**config.mk**
```make
export PLATFORM = sky130hd
export DESIGN_NAME = i2c_master_byte_engine_flat
export DESIGN_NICKNAME = d
export VERILOG_FILES = /design/src/rtl/i2cm_pkg.sv /design/src/rtl/i2cm_stream_if.sv /design/src/rtl/i2c_master_byte_engine.sv /design/src/flat_wrapper.sv
export SDC_FILE = /design/constraint.sdc
export NUM_CORES = 1
export LEC_CHECK = 0
export CAP_MARGIN = 15
export CORE_MARGIN = 3
export CORE_UTILIZATION = 64
export CTS_CLUSTER_DIAMETER = 100
export DETAILED_ROUTE_END_ITERATION = 12
export DONT_BUFFER_PORTS = 1
export GPL_TIMING_DRIVEN = 0
export PLACE_DENSITY = 0.8
export SETUP_SLACK_MARGIN = 0.05
export SYNTH_ARGS = -nofsm -noshare
export SYNTH_HDL_FRONTEND = slang
export SYNTH_SLANG_ARGS = --single-unit
```
**constraint.sdc**
```tcl
create_clock -name clk_i -period 7.71 [get_ports clk_i]
set_input_delay 0.771 -clock clk_i [delete_from_list [all_inputs] [get_ports clk_i]]
set_output_delay 0.771 -clock clk_i [all_outputs]
set_load 0.02 [all_outputs]
```
**src/rtl/i2cm_pkg.sv**
```systemverilog
`timescale 1ns / 1ps

package i2cm_pkg;

  localparam int unsigned ActionW = 3;
  localparam int unsigned ByteW   = 8;
  localparam int unsigned BitCntW = 4;
  localparam int unsigned BitsPerByte = 8;

  localparam logic [ActionW-1:0] ACT_NONE  = 3'd0;
  localparam logic [ActionW-1:0] ACT_START = 3'd1;
  localparam logic [ActionW-1:0] ACT_STOP  = 3'd2;
  localparam logic [ActionW-1:0] ACT_WRITE = 3'd3;
  localparam logic [ActionW-1:0] ACT_RDACK = 3'd4;
  localparam logic [ActionW-1:0] ACT_RDNAK = 3'd5;

  localparam logic [0:0] CFG_SCL_HIGH = 1'd0;
  localparam logic [0:0] CFG_SCL_LOW  = 1'd1;

  localparam logic [ByteW-1:0] SCL_HIGH_RST = 8'd1;
  localparam logic [ByteW-1:0] SCL_LOW_RST  = 8'd2;

  typedef enum logic [10:0] {
    PH_IDLE   = 11'b000_0000_0001,
    PH_ST_PRE = 11'b000_0000_0010,
    PH_ST_HI1 = 11'b000_0000_0100,
    PH_ST_HI2 = 11'b000_0000_1000,
    PH_SP_PRE = 11'b000_0001_0000,
    PH_SP_HI1 = 11'b000_0010_0000,
    PH_SP_HI2 = 11'b000_0100_0000,
    PH_D_LO   = 11'b000_1000_0000,
    PH_D_HI   = 11'b001_0000_0000,
    PH_A_LO   = 11'b010_0000_0000,
    PH_A_HI   = 11'b100_0000_0000
  } phase_e;

  typedef struct packed {
    logic [ActionW-1:0] action;
    logic [ByteW-1:0]   tx_byte;
    logic               sda_in;
  } in_word_t;

  typedef struct packed {
    logic             scl_out;
    logic             sda_out;
    logic             busy_res;
    logic [ByteW-1:0] rx_byte;
    logic             rx_valid;
    logic             ack_error;
  } out_word_t;

endpackage

```
**src/rtl/i2cm_stream_if.sv**
```systemverilog
`timescale 1ns / 1ps

interface i2cm_stream_if #(
  parameter type T = logic
);
  logic valid;
  logic ready;
  T     data;

  modport source (output valid, output data, input ready);
  modport sink (input valid, input data, output ready);
endinterface

```
**src/rtl/i2c_master_byte_engine.sv**
```systemverilog
`timescale 1ns / 1ps
// Byte-level I2C master, one timebase tick per input word.
// in_i  (sink): action, tx_byte, sda_in for one tick. Actions are taken only
//               when the engine is idle; otherwise they are ignored.
// out_o (source): scl_out/sda_out drive (1 = released), busy_res, rx_byte,
//               rx_valid, ack_error for that tick. One output word per input.
// cfg: cfg_we_i writes cfg_data_i to register cfg_idx_i (0 = SCL high ticks,
//      1 = SCL low ticks); write only while no words are in flight.
// The output word is registered: valid the cycle after input accept.
// Throughput: 1 word per cycle while the output is not stalled; the tick
// update is a single pass from the state registers to the output register.
// A stalled output holds its word; a new input is accepted in the same cycle
// the held word is taken, so back-to-back flow continues.
// Reset: engine idle, both lines released, rx_byte 0, SCL high 1 / low 2.
module i2c_master_byte_engine (
  input  logic       clk_i,
  input  logic       rst_ni,
  input  logic       cfg_we_i,
  input  logic [0:0] cfg_idx_i,
  input  logic [7:0] cfg_data_i,
  i2cm_stream_if.sink   in_i,
  i2cm_stream_if.source out_o
);

  i2cm_pkg::phase_e                      phase_q, phase_d, eff_phase;
  logic [i2cm_pkg::ActionW-1:0]          cmd_q, cmd_d;
  logic [i2cm_pkg::BitCntW-1:0]          bit_q, bit_d, bit_inc;
  logic [i2cm_pkg::ByteW-1:0]            shift_q, shift_d;
  logic [i2cm_pkg::ByteW-1:0]            tick_q, tick_d;
  logic                                  scl_lvl_q, scl_lvl_d;
  logic                                  sda_lvl_q, sda_lvl_d;
  logic [i2cm_pkg::ByteW-1:0]            rx_last_q, rx_last_d;
  logic [i2cm_pkg::ByteW-1:0]            scl_high_q, scl_low_q;
  logic                                  out_valid_q;
  i2cm_pkg::out_word_t                   out_q, out_d;

  logic                                  in_acc;
  logic                                  cmd_ok, take_cmd, wr, last, hi_phase;
  logic [i2cm_pkg::ByteW-1:0]            len_sel, len_m1, eff_tick, eff_shift;
  logic [i2cm_pkg::BitCntW-1:0]          eff_bit;
  logic [i2cm_pkg::ActionW-1:0]          eff_cmd, act;
  logic                                  scl_v, sda_v, rxv, aerr;

  assign in_i.ready = !out_valid_q || out_o.ready;
  assign in_acc     = in_i.valid && in_i.ready;
  assign out_o.valid = out_valid_q;
  assign out_o.data  = out_q;

  assign act    = in_i.data.action;
  assign cmd_ok = (act == i2cm_pkg::ACT_START) || (act == i2cm_pkg::ACT_STOP) ||
                  (act == i2cm_pkg::ACT_WRITE) || (act == i2cm_pkg::ACT_RDACK) ||
                  (act == i2cm_pkg::ACT_RDNAK);
  assign take_cmd = (phase_q == i2cm_pkg::PH_IDLE) && cmd_ok;

  always_comb begin
    eff_phase = phase_q;
    eff_cmd   = cmd_q;
    eff_tick  = tick_q;
    eff_bit   = bit_q;
    eff_shift = shift_q;
    if (take_cmd) begin
      eff_cmd  = act;
      eff_tick = '0;
      eff_bit  = '0;
      case (act)
        i2cm_pkg::ACT_START: eff_phase = i2cm_pkg::PH_ST_PRE;
        i2cm_pkg::ACT_STOP:  eff_phase = i2cm_pkg::PH_SP_PRE;
        default: begin
          eff_phase = i2cm_pkg::PH_D_LO;
          eff_shift = (act == i2cm_pkg::ACT_WRITE) ? in_i.data.tx_byte : '0;
        end
      endcase
    end
  end

  assign wr       = (eff_cmd == i2cm_pkg::ACT_WRITE);
  assign hi_phase = (eff_phase == i2cm_pkg::PH_ST_HI1) || (eff_phase == i2cm_pkg::PH_ST_HI2) ||
                    (eff_phase == i2cm_pkg::PH_SP_HI1) || (eff_phase == i2cm_pkg::PH_SP_HI2) ||
                    (eff_phase == i2cm_pkg::PH_D_HI)   || (eff_phase == i2cm_pkg::PH_A_HI);
  assign len_sel  = hi_phase ? scl_high_q : scl_low_q;
  assign len_m1   = (len_sel == '0) ? '0 : len_sel - 8'd1;
  assign last     = (eff_tick >= len_m1);
  assign bit_inc  = eff_bit + 4'd1;

  always_comb begin
    phase_d   = eff_phase;
    cmd_d     = eff_cmd;
    bit_d     = eff_bit;
    shift_d   = eff_shift;
    tick_d    = eff_tick;
    scl_lvl_d = scl_lvl_q;
    sda_lvl_d = sda_lvl_q;
    rx_last_d = rx_last_q;
    scl_v     = scl_lvl_q;
    sda_v     = sda_lvl_q;
    rxv       = 1'b0;
    aerr      = 1'b0;
    if (eff_phase != i2cm_pkg::PH_IDLE) begin
      case (eff_phase)
        i2cm_pkg::PH_ST_PRE: begin scl_v = scl_lvl_q; sda_v = 1'b1; end
        i2cm_pkg::PH_ST_HI1: begin scl_v = 1'b1; sda_v = 1'b1; end
        i2cm_pkg::PH_ST_HI2: begin scl_v = 1'b1; sda_v = 1'b0; end
        i2cm_pkg::PH_SP_PRE: begin scl_v = scl_lvl_q; sda_v = 1'b0; end
        i2cm_pkg::PH_SP_HI1: begin scl_v = 1'b1; sda_v = 1'b0; end
        i2cm_pkg::PH_SP_HI2: begin scl_v = 1'b1; sda_v = 1'b1; end
        i2cm_pkg::PH_D_LO, i2cm_pkg::PH_D_HI: begin
          scl_v = (eff_phase == i2cm_pkg::PH_D_HI);
          sda_v = wr ? eff_shift[i2cm_pkg::ByteW-1] : 1'b1;
        end
        default: begin
          scl_v = (eff_phase == i2cm_pkg::PH_A_HI);
          sda_v = wr ? 1'b1 : (eff_cmd != i2cm_pkg::ACT_RDACK);
        end
      endcase
      scl_lvl_d = scl_v;
      sda_lvl_d = sda_v;
      if (!last) begin
        tick_d = eff_tick + 8'd1;
      end else begin
        tick_d = '0;
        case (eff_phase)
          i2cm_pkg::PH_ST_PRE: phase_d = i2cm_pkg::PH_ST_HI1;
          i2cm_pkg::PH_ST_HI1: phase_d = i2cm_pkg::PH_ST_HI2;
          i2cm_pkg::PH_ST_HI2: begin
            phase_d   = i2cm_pkg::PH_IDLE;
            scl_lvl_d = 1'b0;
            sda_lvl_d = 1'b0;
          end
          i2cm_pkg::PH_SP_PRE: phase_d = i2cm_pkg::PH_SP_HI1;
          i2cm_pkg::PH_SP_HI1: phase_d = i2cm_pkg::PH_SP_HI2;
          i2cm_pkg::PH_SP_HI2: phase_d = i2cm_pkg::PH_IDLE;
          i2cm_pkg::PH_D_LO:   phase_d = i2cm_pkg::PH_D_HI;
          i2cm_pkg::PH_D_HI: begin
            shift_d = {eff_shift[i2cm_pkg::ByteW-2:0], wr ? 1'b0 : in_i.data.sda_in};
            bit_d   = bit_inc;
            phase_d = (bit_inc >= 4'(i2cm_pkg::BitsPerByte)) ? i2cm_pkg::PH_A_LO
                                                             : i2cm_pkg::PH_D_LO;
          end
          i2cm_pkg::PH_A_LO:   phase_d = i2cm_pkg::PH_A_HI;
          default: begin
            if (wr) begin
              aerr = in_i.data.sda_in;
            end else begin
              rx_last_d = eff_shift;
              rxv       = 1'b1;
            end
            phase_d   = i2cm_pkg::PH_IDLE;
            scl_lvl_d = 1'b0;
          end
        endcase
      end
    end
    out_d.scl_out   = scl_v;
    out_d.sda_out   = sda_v;
    out_d.busy_res  = (eff_phase != i2cm_pkg::PH_IDLE);
    out_d.rx_byte   = rx_last_d;
    out_d.rx_valid  = rxv;
    out_d.ack_error = aerr;
  end

  always_ff @(posedge clk_i or negedge rst_ni) begin
    if (!rst_ni) begin
      phase_q     <= i2cm_pkg::PH_IDLE;
      cmd_q       <= i2cm_pkg::ACT_NONE;
      bit_q       <= '0;
      shift_q     <= '0;
      tick_q      <= '0;
      scl_lvl_q   <= 1'b1;
      sda_lvl_q   <= 1'b1;
      rx_last_q   <= '0;
      out_valid_q <= 1'b0;
    end else begin
      if (in_acc) begin
        phase_q   <= phase_d;
        cmd_q     <= cmd_d;
        bit_q     <= bit_d;
        shift_q   <= shift_d;
        tick_q    <= tick_d;
        scl_lvl_q <= scl_lvl_d;
        sda_lvl_q <= sda_lvl_d;
        rx_last_q <= rx_last_d;
      end
      if (in_acc) begin
        out_valid_q <= 1'b1;
      end else if (out_o.ready) begin
        out_valid_q <= 1'b0;
      end
    end
  end

  always_ff @(posedge clk_i or negedge rst_ni) begin
    if (!rst_ni) begin
      scl_high_q <= i2cm_pkg::SCL_HIGH_RST;
      scl_low_q  <= i2cm_pkg::SCL_LOW_RST;
    end else if (cfg_we_i) begin
      case (cfg_idx_i)
        i2cm_pkg::CFG_SCL_HIGH: scl_high_q <= cfg_data_i;
        i2cm_pkg::CFG_SCL_LOW:  scl_low_q  <= cfg_data_i;
        default: ;
      endcase
    end
  end

  always_ff @(posedge clk_i) begin
    if (in_acc) begin
      out_q <= out_d;
    end
  end

`ifndef ASSERT_OFF
  a_phase_onehot: assert property (@(posedge clk_i) disable iff (!rst_ni)
    $onehot(phase_q)) else $error("phase register not one-hot");

  a_bit_range: assert property (@(posedge clk_i) disable iff (!rst_ni)
    bit_q <= 4'(i2cm_pkg::BitsPerByte)) else $error("bit counter overran");

  a_excl_flags: assert property (@(posedge clk_i) disable iff (!rst_ni)
    out_valid_q |-> !(out_q.rx_valid && out_q.ack_error))
    else $error("read and write completion in one word");

  a_idle_hold: assert property (@(posedge clk_i) disable iff (!rst_ni)
    (in_acc && phase_q == i2cm_pkg::PH_IDLE && !cmd_ok) |=>
      (phase_q == i2cm_pkg::PH_IDLE && !out_q.busy_res))
    else $error("engine left idle without a command");

  a_busy_phase: assert property (@(posedge clk_i) disable iff (!rst_ni)
    (in_acc && phase_q != i2cm_pkg::PH_IDLE) |=> out_q.busy_res)
    else $error("busy dropped during a command");
`endif

endmodule

```
**src/flat_wrapper.sv**
```systemverilog
// flat-port wrapper written by rule: the top's interface ports become plain ports
module i2c_master_byte_engine_flat import i2cm_pkg::*;
  (clk_i, rst_ni, cfg_we_i, cfg_idx_i, cfg_data_i, in_i_valid, in_i_data, in_i_ready, out_o_valid, out_o_data, out_o_ready);
  i2cm_stream_if #(.T(in_word_t)) in_i_i ();
  i2cm_stream_if #(.T(out_word_t)) out_o_i ();
  input  logic clk_i;
  input  logic rst_ni;
  input  logic cfg_we_i;
  input  logic [0:0] cfg_idx_i;
  input  logic [7:0] cfg_data_i;
  input wire logic [$bits(in_i_i.valid)-1:0] in_i_valid;
  input wire logic [$bits(in_i_i.data)-1:0] in_i_data;
  output wire logic [$bits(in_i_i.ready)-1:0] in_i_ready;
  output wire logic [$bits(out_o_i.valid)-1:0] out_o_valid;
  output wire logic [$bits(out_o_i.data)-1:0] out_o_data;
  input wire logic [$bits(out_o_i.ready)-1:0] out_o_ready;
  assign in_i_i.valid = in_i_valid;
  assign in_i_i.data = in_i_data;
  assign in_i_ready = in_i_i.ready;
  assign out_o_valid = out_o_i.valid;
  assign out_o_data = out_o_i.data;
  assign out_o_i.ready = out_o_ready;
  i2c_master_byte_engine u_core (.clk_i(clk_i), .rst_ni(rst_ni), .cfg_we_i(cfg_we_i), .cfg_idx_i(cfg_idx_i), .cfg_data_i(cfg_data_i), .in_i(in_i_i), .out_o(out_o_i));
endmodule
```
==> metrics.txt <==
status=finished, final reports clean; first-pass GRT wire length=16400 um; clk_lat worst skew=0.35 ns; vias in the first global route=3360; post-CTS setup buffers=0; # nets final=491; Final Hold Fails=0; DR vias/cell=6.53; Row Count=29; worst r2r dst=u_core.rx_last_q[0]; # hold bufs at CTS=0; clock-pin slew on the worst setup and hold paths=0.09 ns; initial antenna violation count=0; GRT overflow=0; top-level port count=41; area grow syn2layout=7.93%; ys flop type=dfrtp_1; commonest non-fill, non-tap cells in the layout=nand2_1, dfrtp_1, o21ai_0; PostCTS Resize Cnt=0; Slew HR=0.418; Power Total=1.63 mW; Tightest Pin Transition=0.866 ns; Max Cap Viol=0; Max Clk Rate=148 MHz; WP data required=7.94 ns; type of origin of the critical path=flip-flop; placed cells=519; post-route non-filler standard cell count=536; Cell Area, Synth=4370 um2; DRT antenna net count=0; fin. max-slew vios=0; share of cells above drive strength 1=0.163; DRC viols=0; Yosys reg bits=74; first drt pass iteration count=5; final setup fails=0; fin crit share=0.879; Register-to-Register Path Depth=23; Total Routing Usage GR=0.272; final wirelength=9970 um; number of synthesized flops with an enable pin=13; Die ar.=7860 um2; Netlist cell types=65; First DRT Iteration DRCs=293; Die Width=88.7 um; CTS buffer count=9; commonest non-fill, non-tap cell in the layout=nand2_1; ANT cells=0; largest net degree at the start of global routing=62; Worst Path Arrival=7.01 ns; clock sink total=74; post-route minimum period=6.77 ns; Reg2Reg Setup Slack=0.94 ns; fillers=505; crit-path max FO=10; I/O Buffers=0; clock root buffer=clkbuf_8; setup TNS=0 ns; Final HPWL DP=7110 um; Initial Utilization=0.673; final core utilization=0.727; Max VDD drop=0.000175 V; total core area=6490 um2; Power Density=345 nW/um2; hold crit path type=in2async; Yosys Warn Count=0; RD Place Congestion=0.970; Pleak=1.90 nW; Async SR Flop Fraction=0.824; CTS Buffer Depth=2; CP Class=reg2reg; syn nets=479; H-tree depth=3; DR vias=3500; Crit. End Element=flip-flop; Die Y=88.7 um; syn avg cell area=9.89 um2; RSZ-0062 raised after global routing=no; Cells after Synth=442; sequential share of the synthesized area=0.440; Critical R2R Launch=u_core.phase_q[4]; clk_skew=0.00962 ns; CTS tree=yes; WL per Instance=18.6 um
## area by class of cell
type / instances / area [um2] / area share
Tap cell: 77 / 96.3 / 0.0204
Clock buffer: 10 / 138 / 0.0292
Sequential cell: 74 / 1920 / 0.407
Inverter: 9 / 33.8 / 0.00716
Clock inverter: 6 / 97.6 / 0.0207
Multi-Input combinational cell: 342 / 2340 / 0.496
Buffer: 17 / 76.3 / 0.0162
Timing Repair Buffer: 1 / 15.0 / 0.00318
## cell usage after synthesis (6+ instances only)
cell type | instances | area (um2)
nand2_1 | 58 | 218
dfrtp_1 | 56 | 1400
o21ai_0 | 37 | 185
mux2_2 | 36 | 405
nor2_1 | 24 | 90.1
a21oi_1 | 13 | 65.1
clkbuf_1 | 13 | 48.8
edfxtp_1 | 13 | 390
and2_1 | 11 | 68.8
ha_1 | 11 | 138
mux2i_1 | 11 | 110
nor3_1 | 11 | 55.1
inv_1 | 9 | 33.8
xnor2_1 | 9 | 78.8
a22o_1 | 8 | 70.1
nand2b_1 | 8 | 50.1
nand3_1 | 8 | 40.0
and3_1 | 6 | 37.5
nand4_1 | 6 | 37.5
## report_power, final
part | leakage (nW) | total, mW | internal [mW] | switching (mW)
Sequential | 0.905 | 0.606 | 0.514 | 0.0926
Combinational | 0.878 | 0.666 | 0.283 | 0.383
Clock | 0.119 | 0.354 | 0.196 | 0.158
## through the flow
| stage | hold WS (ns) | area, um2 | worst slack, ns |
|---|---|---|---|
| final | 0.104 | 4720 | 0.936 |
| after global placement | 0.451 | 4470 | 1.16 |
| after detailed placement | 0.456 | 4470 | 1.09 |
| after CTS | 0.103 | 4700 | 1.03 |
| after global routing | 0.0877 | 4720 | 0.381 |
| after floorplan | 0.439 | 4370 | 2.11 |
## critical path, cell delays in order (launching register included)
cell and delay [ns]:
dfrtp_1 0.47, or4_4 0.61, or4_1 0.48, clkbuf_1 0.19, clkbuf_1 0.28, o22ai_1 0.39
a31o_2 0.22, buf_2 0.21, mux2i_1 0.26, ha_1 0.24, nand2_1 0.11, nor2_1 0.22
nand2_1 0.09, nor3_1 0.16, a31oi_1 0.13, and2_1 0.20, ha_1 0.26, nand2b_1 0.09
a211oi_1 0.07, o211a_1 0.24, nor2_1 0.56, nand4b_2 0.30, nor3_4 0.49, mux2_2 0.40
## sequential cells by signal, summed over array words and instances (netlist names), 3 cells and up
register           count
u_core.bit_q           4
u_core.scl_high_q      8
u_core.scl_low_q       8
u_core.out_o.data     13
u_core.tick_q          8
u_core.shift_q         8
u_core.rx_last_q       8
u_core.cmd_q           3
u_core.phase_q        11
## how the worst max path moves through the flow
stage | from | end | slack [ns] | cells after the start
floorplan | u_core.phase_q[5] | u_core.rx_last_q[0] | 2.11 | 24
global placement | u_core.phase_q[4] | u_core.rx_last_q[1] | 1.16 | 23
detailed placement | u_core.phase_q[4] | u_core.rx_last_q[4] | 1.09 | 23
CTS | u_core.phase_q[4] | u_core.rx_last_q[6] | 1.03 | 23
global route | u_core.phase_q[4] | u_core.rx_last_q[6] | 0.38 | 23
finish | u_core.phase_q[4] | u_core.rx_last_q[0] | 0.94 | 23
## routing by layer
layer	global-route usage	wire length, um
met5	0	0
met4	0.0646	136
met3	0.0661	665
met2	0.414	4660
met1	0.395	4520
## cells by family after synthesis
group | after synthesis | share of synthesized area
and+or+nand+nor | 163 | 0.195
adders and majority gates | 11 | 0.0315
DFF | 74 | 0.440
muxes | 47 | 0.118
xor gates and xnor gates | 13 | 0.0260
buffers and inverters | 26 | 0.0252
AOI/OAI and AO/OA | 108 | 0.164
No activity file was read; power rests on OpenSTA's default activity.
